$ cat config.mk
export PLATFORM = sky130hd
export DESIGN_NAME = speed_pi_torque_controller_unit
export DESIGN_NICKNAME = d
export VERILOG_FILES = /design/src/design/sptc_pkg.sv /design/src/design/sptc_cfg_regs.sv /design/src/design/sptc_ctrl.sv /design/src/design/sptc_dp.sv /design/src/design/speed_pi_torque_controller_unit.sv
export SDC_FILE = /design/constraint.sdc
export NUM_CORES = 2
export LEC_CHECK = 0
export ABC_CLOCK_PERIOD_IN_PS = 18000
export BUFFER_PORTS_ARGS = -buffer_cell sky130_fd_sc_hd__buf_2
export CAP_MARGIN = 20
export CORE_MARGIN = 4
export CORE_UTILIZATION = 55
export DETAILED_ROUTE_END_ITERATION = 6
export GPL_TIMING_DRIVEN = 0
export PLACE_DENSITY = 0.72
export RECOVER_POWER = 25
export SLEW_MARGIN = 20
export SYNTH_ARGS = -nofsm -noshare
export SYNTH_HDL_FRONTEND = slang
export SYNTH_SLANG_ARGS = --single-unit
export TNS_END_PERCENT = 30
$ cat constraint.sdc
create_clock -name clk_i -period 18 [get_ports clk_i]
set_clock_uncertainty 0.2 [all_clocks]
set_input_delay 2.7 -clock clk_i [delete_from_list [all_inputs] [get_ports clk_i]]
set_output_delay 2.7 -clock clk_i [all_outputs]
set_load 0.01 [all_outputs]
$ cat src/design/sptc_pkg.sv
// Shared types, constants and helpers of the speed PI torque controller.
package sptc_pkg;

  localparam int unsigned FULL_SPEED_W = 14;
  localparam int unsigned GAIN_W       = 24;
  localparam int unsigned LIMIT_W      = 15;
  localparam int unsigned LEVER_W      = 15;
  localparam int unsigned SPEED_W      = 16;
  localparam int unsigned TORQUE_W     = 16;
  localparam int unsigned ERR_W        = 17;
  localparam int unsigned TARGET_W     = 15;
  localparam int unsigned CFG_IDX_W    = 3;
  localparam int unsigned CFG_DATA_W   = 24;
  localparam int unsigned IN_TDATA_W   = 32;
  localparam int unsigned OUT_TDATA_W  = 24;

  localparam int unsigned MUL_W  = 25;
  localparam int unsigned PROD_W = 2 * MUL_W;
  localparam int unsigned GP_W   = ERR_W + GAIN_W;
  localparam int unsigned ACC_W  = GP_W + 1;

  localparam int unsigned RND_W     = 30;
  localparam int unsigned RND_SHIFT = 8;
  localparam int unsigned QUO_W     = RND_W - RND_SHIFT;
  localparam logic [RND_W-1:0] RND_ADD = RND_W'(12800);
  localparam int unsigned DIV_SHIFT = 29;
  localparam int unsigned DIV_MULT_W = 23;
  localparam logic [DIV_MULT_W-1:0] DIV_MULT = DIV_MULT_W'(5368710);

  typedef enum logic [CFG_IDX_W-1:0] {
    CFG_FULL_SPEED   = 3'd0,
    CFG_PROP_GAIN    = 3'd1,
    CFG_INTEG_GAIN   = 3'd2,
    CFG_INTEG_LIMIT  = 3'd3,
    CFG_OUTPUT_LIMIT = 3'd4
  } cfg_idx_e;

  typedef enum logic [3:0] {
    ST_IDLE,
    ST_LEVER,
    ST_RND,
    ST_DIV,
    ST_ERR,
    ST_IMUL,
    ST_IACC,
    ST_ICLMP,
    ST_OSUM,
    ST_OCLMP,
    ST_OUT
  } ctrl_state_e;

  typedef enum logic [3:0] {
    OP_NONE,
    OP_LEVER,
    OP_RND,
    OP_DIV,
    OP_ERR,
    OP_IMUL,
    OP_IACC,
    OP_ICLMP,
    OP_OSUM,
    OP_OCLMP,
    OP_OUT
  } dp_op_e;

  typedef struct packed {
    logic   load_in;
    logic   clr_integ;
    dp_op_e op;
  } dp_cmd_t;

  typedef struct packed {
    logic [FULL_SPEED_W-1:0] full_speed;
    logic [GAIN_W-1:0]       prop_gain;
    logic [GAIN_W-1:0]       integ_gain;
    logic [LIMIT_W-1:0]      integ_limit;
    logic [LIMIT_W-1:0]      output_limit;
  } cfg_t;

  function automatic logic signed [ACC_W-1:0] clamp_sym(
    input logic signed [ACC_W-1:0] v,
    input logic signed [ACC_W-1:0] lim
  );
    logic signed [ACC_W-1:0] r;
    r = v;
    if (v > lim) begin
      r = lim;
    end else if (v < -lim) begin
      r = -lim;
    end
    return r;
  endfunction

endpackage

$ cat src/design/sptc_cfg_regs.sv
// Configuration register bank of the speed PI torque controller.
module sptc_cfg_regs
  import sptc_pkg::*;
(
  input  logic                  clk_i,
  input  logic                  rst_ni,
  input  logic                  cfg_we_i,
  input  logic [CFG_IDX_W-1:0]  cfg_idx_i,
  input  logic [CFG_DATA_W-1:0] cfg_data_i,
  output cfg_t                  cfg_o
);

  cfg_t cfg_q;

  always_ff @(posedge clk_i or negedge rst_ni) begin
    if (!rst_ni) begin
      cfg_q <= '0;
    end else if (cfg_we_i) begin
      unique case (cfg_idx_i)
        CFG_FULL_SPEED:   cfg_q.full_speed   <= cfg_data_i[FULL_SPEED_W-1:0];
        CFG_PROP_GAIN:    cfg_q.prop_gain    <= cfg_data_i[GAIN_W-1:0];
        CFG_INTEG_GAIN:   cfg_q.integ_gain   <= cfg_data_i[GAIN_W-1:0];
        CFG_INTEG_LIMIT:  cfg_q.integ_limit  <= cfg_data_i[LIMIT_W-1:0];
        CFG_OUTPUT_LIMIT: cfg_q.output_limit <= cfg_data_i[LIMIT_W-1:0];
        default: begin
        end
      endcase
    end
  end

  assign cfg_o = cfg_q;

endmodule

$ cat src/design/sptc_ctrl.sv
// Sequencing state machine and output valid control of the torque controller.
module sptc_ctrl
  import sptc_pkg::*;
(
  input  logic    clk_i,
  input  logic    rst_ni,
  input  logic    in_valid_i,
  input  logic    in_mode_i,
  output logic    in_ready_o,
  output logic    out_valid_o,
  input  logic    out_ready_i,
  output dp_cmd_t cmd_o
);

  ctrl_state_e state_q, state_d;
  logic        out_valid_q, out_valid_d;

  always_ff @(posedge clk_i or negedge rst_ni) begin
    if (!rst_ni) begin
      state_q     <= ST_IDLE;
      out_valid_q <= 1'b0;
    end else begin
      state_q     <= state_d;
      out_valid_q <= out_valid_d;
    end
  end

  always_comb begin
    state_d     = state_q;
    out_valid_d = out_valid_q && !out_ready_i;
    in_ready_o  = 1'b0;
    cmd_o       = '{load_in: 1'b0, clr_integ: 1'b0, op: OP_NONE};
    unique case (state_q)
      ST_IDLE: begin
        in_ready_o = 1'b1;
        if (in_valid_i) begin
          if (in_mode_i) begin
            cmd_o.clr_integ = 1'b1;
          end else begin
            cmd_o.load_in = 1'b1;
            state_d       = ST_LEVER;
          end
        end
      end
      ST_LEVER: begin
        cmd_o.op = OP_LEVER;
        state_d  = ST_RND;
      end
      ST_RND: begin
        cmd_o.op = OP_RND;
        state_d  = ST_DIV;
      end
      ST_DIV: begin
        cmd_o.op = OP_DIV;
        state_d  = ST_ERR;
      end
      ST_ERR: begin
        cmd_o.op = OP_ERR;
        state_d  = ST_IMUL;
      end
      ST_IMUL: begin
        cmd_o.op = OP_IMUL;
        state_d  = ST_IACC;
      end
      ST_IACC: begin
        cmd_o.op = OP_IACC;
        state_d  = ST_ICLMP;
      end
      ST_ICLMP: begin
        cmd_o.op = OP_ICLMP;
        state_d  = ST_OSUM;
      end
      ST_OSUM: begin
        cmd_o.op = OP_OSUM;
        state_d  = ST_OCLMP;
      end
      ST_OCLMP: begin
        cmd_o.op = OP_OCLMP;
        state_d  = ST_OUT;
      end
      ST_OUT: begin
        // hold until the output register is free
        if (!out_valid_q || out_ready_i) begin
          cmd_o.op    = OP_OUT;
          out_valid_d = 1'b1;
          state_d     = ST_IDLE;
        end
      end
      default: begin
        state_d = ST_IDLE;
      end
    endcase
  end

  assign out_valid_o = out_valid_q;

  a_out_from_final: assert property (@(posedge clk_i) disable iff (!rst_ni)
    $rose(out_valid_q) |-> $past(state_q == ST_OUT))
    else $error("result valid raised outside the final step");

  a_run_starts: assert property (@(posedge clk_i) disable iff (!rst_ni)
    (in_valid_i && in_ready_o && !in_mode_i) |=> state_q == ST_LEVER)
    else $error("run request did not start the sequence");

  a_clear_idle: assert property (@(posedge clk_i) disable iff (!rst_ni)
    (in_valid_i && in_ready_o && in_mode_i) |=> (state_q == ST_IDLE && !$rose(out_valid_q)))
    else $error("clear request produced work or a result");

endmodule

$ cat src/design/sptc_dp.sv
// Shared multiplier datapath: target, error, integrator and torque.
module sptc_dp
  import sptc_pkg::*;
#(
  parameter int unsigned FRAC_BITS = 16
) (
  input  logic                       clk_i,
  input  logic                       rst_ni,
  input  dp_cmd_t                    cmd_i,
  input  cfg_t                       cfg_i,
  input  logic [LEVER_W-1:0]         lever_pos_i,
  input  logic                       reverse_i,
  input  logic signed [SPEED_W-1:0]  actual_speed_i,
  output logic signed [TORQUE_W-1:0] torque_request_o,
  output logic                       reverse_led_o
);

  localparam int unsigned INT_W = FRAC_BITS + 16;

  logic [LEVER_W-1:0]         lever_q;
  logic                       rev_q;
  logic signed [SPEED_W-1:0]  speed_q;
  logic signed [PROD_W-1:0]   prod_q, prod_d;
  logic signed [ACC_W-1:0]    acc_q, acc_d;
  logic signed [ERR_W-1:0]    err_q, err_d;
  logic signed [INT_W-1:0]    integ_q, integ_d;
  logic signed [TORQUE_W-1:0] torque_q, torque_d;
  logic                       led_q;
  logic                       prod_en, acc_en, err_en, out_en;

  logic signed [MUL_W-1:0]    mul_a, mul_b;
  logic [RND_W-1:0]           rnd_sum;
  logic signed [ERR_W-1:0]    tgt;
  logic signed [ACC_W-1:0]    ilim, olim, half, rounded;

  assign ilim    = $signed(ACC_W'(cfg_i.integ_limit)) <<< FRAC_BITS;
  assign olim    = $signed(ACC_W'(cfg_i.output_limit)) <<< FRAC_BITS;
  assign half    = $signed(ACC_W'(1)) <<< (FRAC_BITS - 1);
  assign rnd_sum = prod_q[RND_W-1:0] + RND_ADD;
  assign tgt     = $signed(ERR_W'(prod_q[DIV_SHIFT+TARGET_W-1:DIV_SHIFT]));
  assign rounded = (acc_q + half) >>> FRAC_BITS;

  always_comb begin
    mul_a    = '0;
    mul_b    = '0;
    prod_en  = 1'b0;
    acc_en   = 1'b0;
    err_en   = 1'b0;
    out_en   = 1'b0;
    acc_d    = acc_q;
    err_d    = err_q;
    integ_d  = integ_q;
    torque_d = rounded[TORQUE_W-1:0];
    unique case (cmd_i.op)
      OP_NONE: begin
      end
      OP_LEVER: begin
        mul_a   = $signed(MUL_W'(lever_q));
        mul_b   = $signed(MUL_W'(cfg_i.full_speed));
        prod_en = 1'b1;
      end
      OP_RND: begin
        acc_d  = $signed(ACC_W'(rnd_sum[RND_W-1:RND_SHIFT]));
        acc_en = 1'b1;
      end
      OP_DIV: begin
        mul_a   = $signed(MUL_W'(acc_q[QUO_W-1:0]));
        mul_b   = $signed(MUL_W'(DIV_MULT));
        prod_en = 1'b1;
      end
      OP_ERR: begin
        err_d  = (rev_q ? -tgt : tgt) - ERR_W'(speed_q);
        err_en = 1'b1;
      end
      OP_IMUL: begin
        mul_a   = MUL_W'(err_q);
        mul_b   = $signed(MUL_W'(cfg_i.integ_gain));
        prod_en = 1'b1;
      end
      OP_IACC: begin
        acc_d  = ACC_W'(integ_q) + ACC_W'($signed(prod_q[GP_W-1:0]));
        acc_en = 1'b1;
      end
      OP_ICLMP: begin
        integ_d = INT_W'(clamp_sym(acc_q, ilim));
        mul_a   = MUL_W'(err_q);
        mul_b   = $signed(MUL_W'(cfg_i.prop_gain));
        prod_en = 1'b1;
      end
      OP_OSUM: begin
        acc_d  = ACC_W'($signed(prod_q[GP_W-1:0])) + ACC_W'(integ_q);
        acc_en = 1'b1;
      end
      OP_OCLMP: begin
        acc_d  = clamp_sym(acc_q, olim);
        acc_en = 1'b1;
      end
      OP_OUT: begin
        out_en = 1'b1;
      end
      default: begin
      end
    endcase
    if (cmd_i.clr_integ) begin
      integ_d = '0;
    end
    prod_d = mul_a * mul_b;
  end

  always_ff @(posedge clk_i) begin
    if (cmd_i.load_in) begin
      lever_q <= lever_pos_i;
      rev_q   <= reverse_i;
      speed_q <= actual_speed_i;
    end
    if (prod_en) begin
      prod_q <= prod_d;
    end
    if (acc_en) begin
      acc_q <= acc_d;
    end
    if (err_en) begin
      err_q <= err_d;
    end
    if (out_en) begin
      torque_q <= torque_d;
      led_q    <= rev_q;
    end
  end

  always_ff @(posedge clk_i or negedge rst_ni) begin
    if (!rst_ni) begin
      integ_q <= '0;
    end else begin
      integ_q <= integ_d;
    end
  end

  assign torque_request_o = torque_q;
  assign reverse_led_o    = led_q;

endmodule

$ cat src/design/speed_pi_torque_controller_unit.sv
// Top level of the speed PI torque controller.
//
//   channel   direction  tdata (low bit up)                         tuser
//   s_axis    in         lever_pos[14:0] reverse[15] speed[31:16]   mode
//   m_axis    out        torque_request[15:0] reverse_led[16]       -
//   cfg       in         cfg_data_i on cfg_we_i at cfg_idx_i        -
//
// A run request steps through the lever, round, divide, error, integrator
// multiply, accumulate, clamp, output sum, clamp and output steps, and the next
// request is taken only after that; one multiplier is shared by the lever,
// reciprocal-divide and two gain products. A clear request yields no result.
// Reset clears the configuration registers and the integrator at once.
// A result waiting in the output register holds; the next request is still
// accepted and is held in its final step until the output register frees.
module speed_pi_torque_controller_unit
  import sptc_pkg::*;
#(
  parameter int unsigned FRAC_BITS = 16
) (
  input  logic                   clk_i,
  input  logic                   rst_ni,
  input  logic                   s_axis_tvalid,
  output logic                   s_axis_tready,
  input  logic [IN_TDATA_W-1:0]  s_axis_tdata,  // lever_pos, reverse, actual_speed
  input  logic                   s_axis_tuser,  // mode
  output logic                   m_axis_tvalid,
  input  logic                   m_axis_tready,
  output logic [OUT_TDATA_W-1:0] m_axis_tdata,  // torque_request, reverse_led, zero fill
  input  logic                   cfg_we_i,
  input  logic [CFG_IDX_W-1:0]   cfg_idx_i,
  input  logic [CFG_DATA_W-1:0]  cfg_data_i
);

  cfg_t                       cfg;
  dp_cmd_t                    cmd;
  logic signed [TORQUE_W-1:0] torque;
  logic                       led;

  sptc_cfg_regs u_cfg (
    .clk_i      (clk_i),
    .rst_ni     (rst_ni),
    .cfg_we_i   (cfg_we_i),
    .cfg_idx_i  (cfg_idx_i),
    .cfg_data_i (cfg_data_i),
    .cfg_o      (cfg)
  );

  sptc_ctrl u_ctrl (
    .clk_i       (clk_i),
    .rst_ni      (rst_ni),
    .in_valid_i  (s_axis_tvalid),
    .in_mode_i   (s_axis_tuser),
    .in_ready_o  (s_axis_tready),
    .out_valid_o (m_axis_tvalid),
    .out_ready_i (m_axis_tready),
    .cmd_o       (cmd)
  );

  sptc_dp #(
    .FRAC_BITS (FRAC_BITS)
  ) u_dp (
    .clk_i            (clk_i),
    .rst_ni           (rst_ni),
    .cmd_i            (cmd),
    .cfg_i            (cfg),
    .lever_pos_i      (s_axis_tdata[LEVER_W-1:0]),
    .reverse_i        (s_axis_tdata[LEVER_W]),
    .actual_speed_i   ($signed(s_axis_tdata[LEVER_W+SPEED_W:LEVER_W+1])),
    .torque_request_o (torque),
    .reverse_led_o    (led)
  );

  assign m_axis_tdata = {(OUT_TDATA_W-TORQUE_W-1)'(0), led, torque};

endmodule
==> impl_metrics.tcl <==
set metrics [dict create \
    port_buffers 83 \
    die_w_um 267 \
    crit_start "m_axis_tready" \
    fin_util_pct 60.2 \
    layout_commonest_cell "inv_1" \
    cp_slowest_cell "o21ai_0" \
    h-tree-depth 2 \
    crit_arrival_ns 13.95 \
    n_antenna_cell 0 \
    r2r_cells 32 \
    clock.fmax_mhz 72.1 \
    grt_pass1_vias 29947 \
    fin_tns_setup_ns 0 \
    whs_path_depth 1 \
    path_max_fanout 10 \
    cts_num_sinks 281 \
    whs_ns 0.302 \
    rsz0062_at_grt "false" \
    ios 91 \
    hp-class "reg -> reg" \
    die_h_um 267 \
    crit_top_cell "fa_1" \
    path_delay_family "adder cells" \
    final_cell_mix "inv_1 (741), fa_1 (554), nand2_1 (400)" \
    viasPerCell 5.93 \
    gp_congestion 1.03 \
    cp-start-kind "primary input" \
    end_kind "register" \
    synthArstFlopShare_pct 45.9 \
    r2r_setup_slack_ns 5.85 \
    ctsRootBufferMaster "clkbuf_16" \
    grt_max_degree 86 \
    worst_slack_ns 4.13 \
    relSlewSlack_pct -200 \
    worstSetupPathType "in -> reg" \
    hold_start "u_cfg.cfg_o[79]$_DFFE_PN0P_" \
    setup_viol 0 \
    core_um2 66200 \
    path_buf_inv 9 \
    grt.overflow.total 0 \
    cp_num_cells 32 \
    rows 94 \
    ys_warn_count 0 \
    via_count 29574 \
    grt_pass1_wl_mm 184 \
    r2r_start "u_ctrl.state_q[3]$_DFFE_PN0P_" \
    cp_slowest_stage_delay_ns 1.00 \
    area_growth_pct 7.99 \
    final-hold-violation-count 0 \
    synth_edf_count 152 \
    postCtsResizedCells 0 \
    initial_core_util_pct 55.8 \
    insertion_delay_ns 0.56 \
    antenna_found_initial 0 \
    grt_use_total_pct 34.8 \
    netlist_area_um2 36900 \
    dp_slack_ns 3.98 \
    clk_path_buf_depth 3 \
    routed_wl_mm 122 \
    period_minus_slack_ns 13.87 \
    holdBufCountCts 0 \
    first_pass_iters 6 \
    post_cts.repair.setup_buffers 0 \
    cts_tree "done" \
    postRouteAntennaNets 0 \
    synthCells 3954 \
    critPathRequiredTime_ns 18.08 \
    seq_area_frac_synth_pct 21.1 \
    drive_above_1_share_pct 6.91 \
    finalCritPeriodShare_pct 77.1 \
    cts_buffers 35 \
    outcome "finished, violations left" \
    drc 0 \
    slew_viol_final 132 \
    first_iter_violations 2667 \
    die_area_um2 71400 \
    max-cap-violations 2 \
    postSynthAreaPerCell_um2 9.34 \
    post_drt_wl_per_cell_um 24.5 \
    dp_hpwl_mm 100 \
    violations "capacitance limit, slew limit" \
    worstMarginPinSlew_ns 4.50 \
    nets 4990 \
    synth-main-ff-cell "edfxtp_1" \
    clk_pin_slew_ns 0.06 \
    ys_types 83 \
    ys_ff_latch 281 \
]
final cells by class:
| class | instances | area, um^2 |
|---|---|---|
| timing repair buffer | 101 | 599 |
| clock buffer | 49 | 1020 |
| fill | 5911 | 26300 |
| multi-input combinational | 2775 | 25800 |
| sequential | 281 | 7790 |
| clock inverter | 15 | 149 |
| buffer | 160 | 654 |
| inverter | 744 | 2790 |
| tap | 864 | 1080 |
worst reg2reg max path: cells and delay by family, from the launching register on:
kind                     cells  cell delay, ns
adder cells (fa/ha/maj)      8            3.64
AO/OA/AOI/OAI                6            2.99
buffers and inverters       10            2.56
AND/OR/NAND/NOR              6            1.86
flip-flops                   1            0.35
multiplexers                 1            0.15
XOR/XNOR                     1            0.11
worst paths after layout:
| kind | to |
|---|---|
| max in group asynchronous | u_cfg.cfg_o[87]$_DFFE_PN0P_ |
| min reg2reg | u_cfg.cfg_o[79]$_DFFE_PN0P_ |
| min | u_cfg.cfg_o[79]$_DFFE_PN0P_ |
| min in group asynchronous | u_cfg.cfg_o[29]$_DFFE_PN0P_ |
| max reg2reg | u_dp.prod_q[42]$_DFFE_PP_ |
| max | u_dp.prod_q[42]$_DFFE_PP_ |
metal layers:
layer  vias up  global-route usage (%)  share of wire, %
li1      12969                       -                 -
met1     14761                    45.5                38
met2      1462                    53.9                44
met4         0                    18.4               7.0
met5         -                       0                 0
met3       382                    8.76                11
Yosys cell counts, drive strengths merged, types with 8 or more instances:
cell type,instances,area [um^2]
xor2,47,412
a21oi,118,591
a31oi,12,75.1
nand2,400,1500
mux2,75,845
nand4,23,144
buf,24,140
nor2,390,1460
xnor2,135,1180
o211ai,17,128
a211oi,14,105
ha,273,3420
nor3,50,262
a21o,63,473
clkbuf,136,510
nand2b,22,138
mux2i,31,310
o21a,24,180
nand3,75,380
fa,554,11100
edfxtp,152,4560
inv,741,2780
o31ai,20,164
o22ai,14,87.6
and2,28,180
nor4,17,106
a22o,18,158
nor3b,8,60.1
or3,27,184
dfrtp,129,3230
o21ai,145,729
and3,30,188
a22oi,21,163
nor2b,14,87.6
a21boi,8,60.1
per-stage QoR:
stage	cells	cell area [um^2]
after floorplan	3960	37000
after global placement	4907	38400
after detailed placement	4923	38700
after CTS	4987	39900
after global routing	4989	39900
final	4989	39900
cells by family (layout without fill, tap and decap cells):
family	count (synthesis)	in the layout	share of synthesized area, %
AOI/OAI and AO/OA	547	547	9.66
xor gates and xnor gates	182	182	4.32
adders and majority gates	827	827	39.3
buffers and inverters	904	1069	9.32
DFF	281	281	21.1
muxes	106	106	3.13
other	1	7	0.0102
and+or+nand+nor	1106	1106	13.2
state kept, by name, summed over array words and instances (netlist names), 4 cells and up:
| register | count |
|---|---|
| u_cfg.cfg_o | 92 |
| u_ctrl.state_q | 4 |
| u_dp.acc_q | 42 |
| u_dp.err_q | 17 |
| u_dp.integ_q | 32 |
| u_dp.lever_q | 15 |
| u_dp.prod_q | 44 |
| u_dp.speed_q | 16 |
| u_dp.torque_request_o | 16 |
Power is left out: the tool's default activity adds up to more than one toggle a clock period on the data nets, which glitch-free logic cannot reach.
